<file path="config.mk">
export PLATFORM = sky130hd
export DESIGN_NAME = host_power_sequencer
export DESIGN_NICKNAME = d
export VERILOG_FILES = /design/src/hdl/hps_pkg.sv /design/src/hdl/host_power_sequencer.sv
export SDC_FILE = /design/constraint.sdc
export NUM_CORES = 1
export LEC_CHECK = 0
export BUFFER_PORTS_ARGS = -buffer_cell sky130_fd_sc_hd__buf_2
export CAP_MARGIN = 0
export CORE_MARGIN = 4
export CORE_UTILIZATION = 44
export CTS_CLUSTER_DIAMETER = 200
export DETAILED_ROUTE_END_ITERATION = 8
export PLACE_DENSITY_LB_ADDON = 0.25
export SYNTH_ARGS = -nofsm -noshare
export SYNTH_HDL_FRONTEND = slang
export SYNTH_SLANG_ARGS = --single-unit
</file>
<file path="constraint.sdc">
create_clock -name i_clk -period 4.3 [get_ports i_clk]
set_input_delay 0.86 -clock i_clk [delete_from_list [all_inputs] [get_ports i_clk]]
set_output_delay 0.86 -clock i_clk [all_outputs]
set_load 0.005 [all_outputs]
</file>
<file path="src/hdl/hps_pkg.sv">
// Shared constants and types for the host power sequencer.
package hps_pkg;

    localparam int COUNT_BITS = 24;
    localparam int MODE_BITS  = 2;
    localparam int ADDR_BITS  = 4;
    localparam int DATA_BITS  = 32;

    typedef logic [COUNT_BITS-1:0] t_count;
    typedef logic [MODE_BITS-1:0]  t_mode;
    typedef logic [1:0]            t_reg_idx;

    localparam t_mode MODE_IDLE   = 2'd0;
    localparam t_mode MODE_WAIT   = 2'd1;
    localparam t_mode MODE_AWAKE  = 2'd2;
    localparam t_mode MODE_REBOOT = 2'd3;

    localparam t_reg_idx REG_ON_LIMIT     = 2'd0;
    localparam t_reg_idx REG_OFF_LIMIT    = 2'd1;
    localparam t_reg_idx REG_WAKE_LIMIT   = 2'd2;
    localparam t_reg_idx REG_REBOOT_LIMIT = 2'd3;

    localparam t_count CNT_MAX = '1;

    localparam t_count RST_ON_LIMIT     = t_count'(60);
    localparam t_count RST_OFF_LIMIT    = t_count'(3600);
    localparam t_count RST_WAKE_LIMIT   = t_count'(3600);
    localparam t_count RST_REBOOT_LIMIT = t_count'(30);

    function automatic t_count sat_inc(input t_count v);
        sat_inc = (v == CNT_MAX) ? CNT_MAX : v + t_count'(1);
    endfunction

endpackage

</file>
<file path="src/hdl/host_power_sequencer.sv">
// Host power sequencer: tick-driven four-mode supply controller with an APB register port.
// Each input beat is one tick carrying the host status line and a force-wake flag; each
// tick produces exactly one output beat with the supply enable, the host-on indication and
// the mode after that tick. A tick sits in an input register, its mode logic (three saturating
// increments and a few 24-bit compares) is combinational, and the result lands in an
// output register, so a tick can be accepted on every clock unless the input stalls: the
// pipeline takes one beat per cycle while it is not stalled. The input stalls only when
// the input register is full and the output register is full and stalled downstream. The
// four limits (on, off, wake, reboot) sit at byte addresses 0, 4, 8 and 12; they may only be
// written while no tick is in flight. After reset the block waits for the host status with
// the supply enabled.
module host_power_sequencer (
    input  logic                          i_clk,
    input  logic                          i_rst_n,
    // Tick input channel
    input  logic                          i_in_valid,
    output logic                          o_in_stall,
    input  logic                          i_status_pin,
    input  logic                          i_force_wake,
    // Result output channel
    output logic                          o_out_valid,
    input  logic                          i_out_stall,
    output logic                          o_supply_enable,
    output logic                          o_host_on,
    output logic [hps_pkg::MODE_BITS-1:0] o_mode_now,
    // Register port
    input  logic                          psel,
    input  logic                          penable,
    input  logic                          pwrite,
    input  logic [hps_pkg::ADDR_BITS-1:0] paddr,
    input  logic [hps_pkg::DATA_BITS-1:0] pwdata,
    output logic [hps_pkg::DATA_BITS-1:0] prdata,
    output logic                          pready
);
    import hps_pkg::*;

    // Configuration registers.
    t_count r_on_limit, r_off_limit, r_wake_limit, r_reboot_limit;

    // Sequencer state.
    t_mode  r_mode,       n_mode;
    t_count r_on_count,   n_on_count;
    t_count r_off_count,  n_off_count;
    t_count r_reboot_count, n_reboot_count;
    logic   r_supply_on,  n_supply_on;
    logic   r_awake_flag, n_awake_flag;

    // Input register.
    logic   r_in_valid;
    logic   r_status;
    logic   r_force;

    // Output register.
    logic   r_out_valid;
    logic   r_out_supply;
    logic   r_out_host_on;
    t_mode  r_out_mode;

    logic     out_adv;
    logic     tick_go;
    logic     in_take;
    logic     cfg_wr;
    t_reg_idx cfg_idx;
    t_count   inc_on, inc_off, inc_reboot;

    // The output stage can take a new result when it is empty or being drained this cycle.
    assign out_adv  = !r_out_valid || !i_out_stall;
    // The tick in the input register is processed when the result has somewhere to go.
    assign tick_go  = r_in_valid && out_adv;
    assign o_in_stall = r_in_valid && !out_adv;
    assign in_take  = i_in_valid && !o_in_stall;

    assign o_out_valid     = r_out_valid;
    assign o_supply_enable = r_out_supply;
    assign o_host_on       = r_out_host_on;
    assign o_mode_now      = r_out_mode;

    // ---------------------------------------------------------------------
    // Register port. The low two address bits are ignored.
    // ---------------------------------------------------------------------
    assign pready  = 1'b1;
    assign cfg_idx = paddr[ADDR_BITS-1:2];
    assign cfg_wr  = psel && penable && pwrite;

    always_comb begin
        case (cfg_idx)
            REG_ON_LIMIT:     prdata = DATA_BITS'(r_on_limit);
            REG_OFF_LIMIT:    prdata = DATA_BITS'(r_off_limit);
            REG_WAKE_LIMIT:   prdata = DATA_BITS'(r_wake_limit);
            REG_REBOOT_LIMIT: prdata = DATA_BITS'(r_reboot_limit);
            default:          prdata = '0;
        endcase
    end

    always_ff @(posedge i_clk) begin
        if (!i_rst_n) begin
            r_on_limit     <= RST_ON_LIMIT;
            r_off_limit    <= RST_OFF_LIMIT;
            r_wake_limit   <= RST_WAKE_LIMIT;
            r_reboot_limit <= RST_REBOOT_LIMIT;
        end else if (cfg_wr) begin
            case (cfg_idx)
                REG_ON_LIMIT:     r_on_limit     <= pwdata[COUNT_BITS-1:0];
                REG_OFF_LIMIT:    r_off_limit    <= pwdata[COUNT_BITS-1:0];
                REG_WAKE_LIMIT:   r_wake_limit   <= pwdata[COUNT_BITS-1:0];
                REG_REBOOT_LIMIT: r_reboot_limit <= pwdata[COUNT_BITS-1:0];
                default: ;
            endcase
        end
    end

    // ---------------------------------------------------------------------
    // Mode logic for one tick. Every counter saturates at all ones.
    // ---------------------------------------------------------------------
    assign inc_on     = sat_inc(r_on_count);
    assign inc_off    = sat_inc(r_off_count);
    assign inc_reboot = sat_inc(r_reboot_count);

    always_comb begin
        n_mode         = r_mode;
        n_on_count     = r_on_count;
        n_off_count    = r_off_count;
        n_reboot_count = r_reboot_count;
        n_supply_on    = r_supply_on;
        n_awake_flag   = r_awake_flag;
        case (r_mode)
            MODE_IDLE: begin
                // Off period: ends at either limit or on a forced wake.
                n_off_count = inc_off;
                if (inc_off >= r_off_limit || inc_off >= r_wake_limit || r_force) begin
                    n_off_count = '0;
                    n_supply_on = 1'b1;
                    n_mode      = MODE_WAIT;
                end
            end
            MODE_WAIT: begin
                n_on_count = inc_on;
                if (r_status) begin
                    n_mode = MODE_AWAKE;
                end else if (inc_on >= r_on_limit) begin
                    n_supply_on = 1'b0;
                    n_on_count  = '0;
                    n_mode      = MODE_IDLE;
                end
            end
            MODE_AWAKE: begin
                n_awake_flag = 1'b1;
                if (!r_status) begin
                    // Status dropped: watch for a reboot.
                    n_reboot_count = '0;
                    n_on_count     = '0;
                    n_awake_flag   = 1'b0;
                    n_mode         = MODE_REBOOT;
                end else begin
                    n_on_count = inc_on;
                    if (inc_on >= r_on_limit) begin
                        n_supply_on  = 1'b0;
                        n_on_count   = '0;
                        n_awake_flag = 1'b0;
                        n_mode       = MODE_IDLE;
                    end
                end
            end
            default: begin
                // Reboot detection: after the wait, status decides reboot or shutdown.
                n_reboot_count = inc_reboot;
                if (inc_reboot >= r_reboot_limit) begin
                    n_reboot_count = '0;
                    if (r_status) begin
                        n_mode = MODE_AWAKE;
                    end else begin
                        n_supply_on = 1'b0;
                        n_mode      = MODE_IDLE;
                    end
                end
            end
        endcase
    end

    // ---------------------------------------------------------------------
    // Pipeline registers and state.
    // ---------------------------------------------------------------------
    always_ff @(posedge i_clk) begin
        if (!i_rst_n) begin
            r_in_valid     <= 1'b0;
            r_out_valid    <= 1'b0;
            r_mode         <= MODE_WAIT;
            r_on_count     <= '0;
            r_off_count    <= '0;
            r_reboot_count <= '0;
            r_supply_on    <= 1'b1;
            r_awake_flag   <= 1'b0;
        end else begin
            if (in_take) begin
                r_in_valid <= 1'b1;
            end else if (tick_go) begin
                r_in_valid <= 1'b0;
            end
            if (tick_go) begin
                r_out_valid    <= 1'b1;
                r_mode         <= n_mode;
                r_on_count     <= n_on_count;
                r_off_count    <= n_off_count;
                r_reboot_count <= n_reboot_count;
                r_supply_on    <= n_supply_on;
                r_awake_flag   <= n_awake_flag;
            end else if (!i_out_stall) begin
                r_out_valid <= 1'b0;
            end
        end
    end

    always_ff @(posedge i_clk) begin
        if (in_take) begin
            r_status <= i_status_pin;
            r_force  <= i_force_wake;
        end
        if (tick_go) begin
            r_out_supply  <= n_supply_on;
            r_out_host_on <= n_awake_flag;
            r_out_mode    <= n_mode;
        end
    end

`ifndef NO_ASSERTIONS
    // The supply is off exactly while the sequencer sits in the off period.
    a_supply_vs_idle: assert property (@(posedge i_clk) disable iff (!i_rst_n)
        r_supply_on == (r_mode != MODE_IDLE))
        else $error("supply enable out of step with idle mode");

    // The host-on flag can only be set while awake.
    a_awake_flag_mode: assert property (@(posedge i_clk) disable iff (!i_rst_n)
        r_awake_flag |-> (r_mode == MODE_AWAKE))
        else $error("host-on flag set outside awake mode");

    // The off and reboot counters are cleared whenever their mode is left.
    a_off_count_mode: assert property (@(posedge i_clk) disable iff (!i_rst_n)
        (r_off_count != '0) |-> (r_mode == MODE_IDLE))
        else $error("off counter running outside idle mode");

    a_reboot_count_mode: assert property (@(posedge i_clk) disable iff (!i_rst_n)
        (r_reboot_count != '0) |-> (r_mode == MODE_REBOOT))
        else $error("reboot counter running outside reboot detection");

    // The input side only stalls when a result is held back downstream.
    a_stall_cause: assert property (@(posedge i_clk) disable iff (!i_rst_n)
        o_in_stall |-> (r_out_valid && i_out_stall))
        else $error("input stalled without a blocked result");
`endif

endmodule
</file>
==> results of run 1 <==
layer usage:
| metal | vias up | track usage | wire length [um] |
|---|---|---|---|
| li1 | 5073 | - | - |
| met1 | 4876 | 0.303 | 14600 |
| met2 | 281 | 0.370 | 15300 |
| met3 | 57 | 0.0390 | 1620 |
| met4 | 6 | 0.0843 | 1110 |
| met5 | - | 0 | 47 |
power groups by stage:
stage               logic (mW)  clock network [mW]  registers, mW
global route             0.425                1.75           1.74
floorplan                0.253                   0           1.77
CTS                      0.381                1.69           1.73
detailed placement       0.377                   0           1.77
global placement         0.374                   0           1.77
finish                   0.387                1.66           1.74
final cells by class:
class	instances	area, um2	area share
clock buffers	17	425	0.0335
clock inverters	15	188	0.0148
inverters	104	393	0.0310
multi-input cells	1071	6890	0.543
flip-flops and latches	180	3670	0.289
well taps	330	413	0.0325
repair buffers	113	713	0.0562
kinds of logic (layout without fill, tap and decap cells):
group                      after synthesis  in the layout  synth area share
other                                    2              9          0.000670
muxes                                   26             26            0.0501
and+or+nand+nor                        564            564             0.226
DFF                                    180            180             0.327
adders and majority gates              104            104             0.116
buffers and inverters                  188            249            0.0678
xor gates and xnor gates                48             48            0.0375
AOI/OAI and AO/OA                      320            320             0.175
cells in the mapped netlist (3+ instances only):
cell type  instances
a211o_1            3
a211oi_1           8
a211oi_2           3
a21o_1            10
a21oi_1          185
a221oi_1           4
a22oi_1            5
a311oi_1           4
a311oi_2           7
a31oi_1           10
a32o_1             5
a41oi_1            3
and2_1             8
and3_1            28
and4_1             9
buf_1              6
buf_2              6
buf_4             10
clkbuf_1          60
dfxtp_1          174
edfxtp_1           6
ha_1             103
inv_1            103
mux4_2            24
nand2_1          320
nand2b_1           8
nand3_1           73
nand4_1           15
nor2_1            59
nor2b_1            8
nor3_1            12
nor3_2             4
o211ai_1          19
o21ai_0           39
or2_2              3
or3_1              5
xnor2_1           27
xor2_1            21
flip-flops by register name, indices dropped and copies added (netlist names):
| register | cells |
|---|---|
| o_supply_enable | 1 |
| r_mode | 2 |
| o_mode_now | 2 |
| r_supply_on | 1 |
| r_reboot_count | 24 |
| r_awake_flag | 1 |
| o_host_on | 1 |
| r_off_count | 24 |
| o_out_valid | 1 |
| r_status | 1 |
| r_off_limit | 24 |
| r_force | 1 |
| r_reboot_limit | 24 |
| r_on_count | 24 |
| r_on_limit | 24 |
| r_wake_limit | 24 |
| r_in_valid | 1 |
tightest hold or removal path: stages, from the launching register on:
cell and delay (ns):
dfxtp_1 0.31, inv_1 0.06, a211oi_1 0.06
repair_timing:
action	in CTS	in global routing
setup buffers	0	1
setup endpoints to repair	12	63
gates resized for setup	2	20
through the flow:
| stage | hold slack, ns | util | area, um2 |
|---|---|---|---|
| after floorplan | 0.437 | - | 11200 |
| after global placement | 0.453 | 0.477 | 12000 |
| after detailed placement | 0.453 | 0.477 | 12000 |
| after CTS | 0.466 | 0.502 | 12600 |
| after global routing | 0.492 | 0.506 | 12700 |
| final | 0.467 | 0.506 | 12700 |
worst max path at each step:
stage | start | end | depth (start not counted)
global route | r_on_count[16] | r_on_count[2] | 17
CTS | r_off_count[3] | r_off_count[6] | 16
floorplan | r_on_count[0] | r_on_count[9] | 20
detailed placement | r_reboot_count[0] | r_reboot_count[1] | 16
finish | r_on_count[3] | r_on_count[19] | 17
global placement | r_reboot_count[0] | r_reboot_count[1] | 16
==> results.md, run 1 <==
- Status: complete, no violations
- Crit-path cells: and4_1, and3_2, and2_2, nand3_2, nor2_1, and3_1, xnor2_1, nand2_1, ha_1, nand4_1, or4_1, a211oi_1, or3b_4, maj3_2, a21o_1, buf_12, a311oi_2
- Starting DRT DRC Count: 863
- Tot Pwr: 3.78 mW
- Die width: between 150 and 200 um
- EDFF count, synth: 6
- Syn Inst Count: around 1400
- Root buffer cell: clkbuf_16
- Hold Violations, Final: 0
- Synth Area per Inst: between 7 and 8 um2
- R2r setup slk: 0.22 ns
- Fillers: between 2000 and 2500
- P_sw: about 1.0 mW
- Combinational share of power: 0.102
- Int Power: approximately 2.7 mW
- First-pass GRT wire length: 51500 um
- RR Endpoint: r_on_count[19]
- Final Slew Violations: 0
- Slowest stage cell, crit path: or4_1
- Post-Place Setup Slack: between 0.008 and 0.009 ns
- Syn. warnings: 0
- Yosys reg bits: between 150 and 200
- F_max: 245 MHz
- WP data arrival: 4.39 ns
- I/O pin total: 84
- Hold Path End: r_awake_flag
- I/O Buffers: 64
- Final ANT Viol Nets: 0
- Fin nets: ~1600
- Worst Tran Pin Value: 1.09 ns
- Largest net degree at the start of global routing: 109
- Final Non-Filler Cells: approximately 1800
- Layout Area Growth over Synthesis: 13.3%
- Netlist cell types: 67
- CTS tree: done
- Critical R2R Launch: r_on_count[3]
- CP required: 4.61 ns
- # rows: between 50 and 60
- Worst slew margin: 0.273
- Initial Util: 0.446
- Crit path time final: 4.08 ns
- Clock latency on the worst-skew pair: 0.44 ns
- Vias per cell: approximately 5.6
- Area of the mapped netlist: 0.0112 mm2
- Sw Ratio: 0.277
- Final Skew: 0.00988 ns
- H-tree Lvls: 4
- Count of final setup violators: 0
- HP Start: r_awake_flag
- Final critical-path setup slack: 0.218 ns
- Reg power frac: 0.459
- Total GRT Usage: 0.227
- Layout cells sized above 1: 0.145
- Main synth FF type: dfxtp_1
- Vias in the first global route: roughly 10000
- Crit. End Element: register
- DR vias: around 10000
- Startpoint Class: register
- WHS Path Cells: 2
- Routed WL: around 33000 um
- Crit path buffers/inverters: 1
- Setup_tns: 0 ns
- WL per Instance: ~18 um
- Initial antenna violation count: 3
- Peak supply drop: ~0.22 mV
- Num CTS Buffers: 17
- Worst R2R Path Depth: 17
- Cell Count Post-Placement: ~1800
- CP Max Fanout: 24
- Max clock buf depth: 2
- Die ar.: 0.0281 mm2
- Max cap viols: 0
- Worst hold path class: reg -> reg
- Post-route DRC: 0
- Area leader, netlist: dfxtp_1
- Pwr per Cell Area: around 300 mW/mm2
- Final period utilization: 0.949
- Delay-heaviest family, CP: simple AND/OR/NAND/NOR gates
- Top cells by area, synth: dfxtp_1 (31%), ha_1 (12%), nand2_1 (11%)
- Clock Pin Slew Worst Setup and Hold Paths: 0.07 ns
- Hold buffers post-CTS: 0
- Leakage power: about 5.2 nW
- CP Class: reg -> reg
- TritonRoute pass-1 iters: 5
- Register area share after synthesis: 0.327
- Commonest non-fill, non-tap cell in the layout: nand2_1
- Die Ht: between 150 and 200 um
- Max stage delay on crit path: 0.58 ns
- HPWL Detailed: between 20000 and 25000 um
- # diodes: 0
- Placer Congestion: roughly 0.89
- Async SR Flop Fraction: 0
- # clock sinks: 180
- Overflow after GRT: 0
- Clock power frac: 0.438
- Most frequent cells in the layout: nand2_1 (320), a21oi_1 (185), dfxtp_1 (170)
- Core area: around 0.025 mm2
- Top cell type's share of synthesized area: 0.311
Note: power is estimated with default switching activity, not from simulation.
==> run 2, diff against run 1 <==
CELL_PAD_IN_SITES_DETAIL_PLACEMENT = 1   (was default)
CELL_PAD_IN_SITES_GLOBAL_PLACEMENT = 2   (was default)
CORE_UTILIZATION = 33   (was 44)
==> run 2 against run 1 <==
  * Wire length rose by 18%
  * Die area up 32%
  * Sequential share of layout area shrank 0.32 points
  * Core utilization decreased by 12 points
  * Critical path depth grew 1
  * Fmax rose by 1.3%
  * Clock power down 3%
  * First-iteration DRC count is 42% lower
  * Worst setup slack better by 0.052 ns
  * Total power fell by 0.48%
  * Cell area grew 1.2%
  * Flip-flop and latch count did not move
  * Largest cell class unchanged
  * Highest routed layer unchanged
==> results.md, run 2 (same netlist as run 1, synthesis figures left out) <==
- Post-Place Setup Slack: -0.00208 ns (-0.0106 ns)
- Fin nets: 1639 (+0.24%)
- WHS: 0.470 ns (+0.00311 ns)
- Int Power: 2.67 mW (-2.4%)
- Vias in the first global route: 10700 (+9.7%)
- Delay-heaviest family, CP: simple AND/OR/NAND/NOR gates
- CTS tree: done
- Design Area, Final: 0.0128 mm2 (+1.2%)
- Slowest stage cell, crit path: or3b_4
- Commonest non-fill, non-tap cell in the layout: nand2_1
- Root buffer cell: clkbuf_16
- Layout Area Growth over Synthesis: 14.6%
- Clock power frac: 0.429 (-0.009)
- Worst Tran Pin Value: 1.08 ns (-0.00832 ns)
- Final ANT Viol Nets: 0 (unchanged)
- Count of final setup violators: 0 (unchanged)
- Tot Pwr: 3.76 mW (-0.48%)
- Die width: 192 um (+15%)
- Sw Ratio: 0.291 (+0.0138)
- # clock sinks: 180 (unchanged)
- Num CTS Buffers: 17 (unchanged)
- Setup_tns: 0 ns (unchanged)
- P_sw: 1.09 mW (+4.5%)
- Max stage delay on crit path: 0.45 ns (-0.13 ns)
- Overflow after GRT: 0 (unchanged)
- Max cap viols: 0 (unchanged)
- Initial Util: 0.334 (-0.112)
- CP required: 4.67 ns (+0.06 ns)
- Post-route DRC: 0 (unchanged)
- Clock Pin Slew Worst Setup and Hold Paths: 0.08 ns (about the same)
- Final Skew: 0.0102 ns (+0.000328 ns)
- Peak supply drop: 0.303 mV (+39%)
- I/O pin total: 84 (unchanged)
- H-tree Lvls: 4 (unchanged)
- Crit. End Element: register
- Crit-path cells: ha_1, nand3_1, nor2_1, and3_2, and2_4, nand2b_1, buf_4, nand2_1, ha_1, a21oi_2, o21ai_2, a2111oi_4, a211oi_1, or3b_4, maj3_2, a21o_1, buf_12, a311oi_2
- F_max: 248 MHz (+1.3%)
- Die ar.: 0.0370 mm2 (+32%)
- Worst slew margin: 0.277 (+0.00380)
- # diodes: 0 (unchanged)
- Final period utilization: 0.937 (-0.0121)
- Status: complete, no violations
- Reg area: 0.00367 mm2 (about the same)
- WL per Instance: 19.8 um (+11%)
- Max clock buf depth: 2 (unchanged)
- Levels on crit path: 18 (+1)
- Largest net degree at the start of global routing: 104 (-4.6%)
- Starting DRT DRC Count: 500 (-42%)
- WHS Path Cells: 2 (unchanged)
- Leakage power: 5.23 nW (+0.37%)
- I/O Buffers: 64 (unchanged)
- Most common cell on crit path: ha_1
- TritonRoute pass-1 iters: 5 (unchanged)
- # rows: 67 (+16%)
- Clock latency on the worst-skew pair: 0.46 ns (+0.02 ns)
- Crit path time final: 4.03 ns (-0.0520 ns)
- Fillers: 4037 (+64%)
- Cell Count Post-Placement: 1920 (+6.8%)
- Multi-input logic area: 0.00690 mm2 (+0.13%)
- R2r setup slk: 0.27 ns (+0.05 ns)
- Crit path buffers/inverters: 2 (+1)
- Most frequent cells in the layout: nand2_1 (320), a21oi_1 (184), dfxtp_1 (169)
- WP data arrival: 4.40 ns (about the same)
- Pwr per Cell Area: 293 mW/mm2 (-1.6%)
- Core area: 0.0335 mm2 (+34%)
- Worst R2R Path Depth: 18 (+1)
- CP Max Fanout: 24 (unchanged)
- Final Non-Filler Cells: 1952 (+6.7%)
- Hold Violations, Final: 0 (unchanged)
- Die Ht: 192 um (+15%)
- Initial antenna violation count: 2 (-1)
- Post-layout util: 0.383 (-0.123)
- Reg power frac: 0.462 (+0.003)
- DR vias: 10400 (+0.72%)
- Cell Area, Placed: 0.0122 mm2 (+1.6%)
- Total GRT Usage: 0.212 (-0.0155)
- HPWL Detailed: 28200 um (+21%)
- Unrepaired setup endpoints after global routing: no
- Layout cells sized above 1: 0.152 (+0.00759)
- Final critical-path setup slack: 0.270 ns (+0.0520 ns)
- First-pass GRT wire length: 60600 um (+18%)
- CP Class: reg -> reg
- Startpoint Class: register
- Final Slew Violations: 0 (unchanged)
- Placer Congestion: 0.817 (-8.0%)
- Routed WL: 38600 um (+18%)
- Vias per cell: 5.31 (-5.6%)
- Worst hold path class: reg -> reg
- Combinational share of power: 0.109 (+0.007)
run 2: cell types whose count changed in the layout (fill, tap and decap cells not counted), sizes merged:
cell,change
clkinv,+2
buf,+4
inv,-1
bufinv,-1
run 2: worst paths after layout:
path	start	endpoint
max	r_on_count[0]	r_on_count[21]
min	r_awake_flag	r_awake_flag
min reg2reg	r_awake_flag	r_awake_flag
max reg2reg	r_on_count[0]	r_on_count[21]
run 2: power groups by stage:
stage                     Sequential (mW)  Clock [mW]  Combinational (mW)
after floorplan                      1.77           0               0.253
after global placement               1.77           0               0.401
after detailed placement             1.78           0               0.407
after CTS                            1.74        1.65               0.412
after global routing                 1.74        1.72               0.455
final                                1.74        1.61               0.411
run 2: what timing repair did:
item                                    CTS  global route
endpoints found under the setup margin    9            63
gates resized for setup                   2            26
pin swaps                                 0             1
setup buffers                             0             0
hold buffers                              0             0
run 2: area by class of cell:
type,count,share of cell area
well taps,448,0.0437
clock buffers,17,0.0331
flip-flops and latches,180,0.286
clock inverters,15,0.0114
multi-input cells,1071,0.538
repair buffers,117,0.0579
inverters,104,0.0306
run 2: worst reg2reg max path, stage by stage, from the launching register on:
cell       delay [ns]
dfxtp_2          0.39
ha_1             0.20
nand3_1          0.12
nor2_1           0.16
and3_2           0.24
and2_4           0.21
nand2b_1         0.09
buf_4            0.18
nand2_1          0.10
ha_1             0.26
a21oi_2          0.14
o21ai_2          0.10
a2111oi_4        0.28
a211oi_1         0.11
or3b_4           0.45
maj3_2           0.31
a21o_1           0.20
buf_12           0.17
a311oi_2         0.22
run 2: routing by layer:
| metal | part of all wire | wire length [um] | GRT usage |
|---|---|---|---|
| met1 | 0.47 | 18100 | 0.281 |
| met2 | 0.47 | 18200 | 0.356 |
| met3 | 0.039 | 1500 | 0.0387 |
| met4 | 0.020 | 772 | 0.0546 |
| met5 | 0.00018 | 7 | 0 |
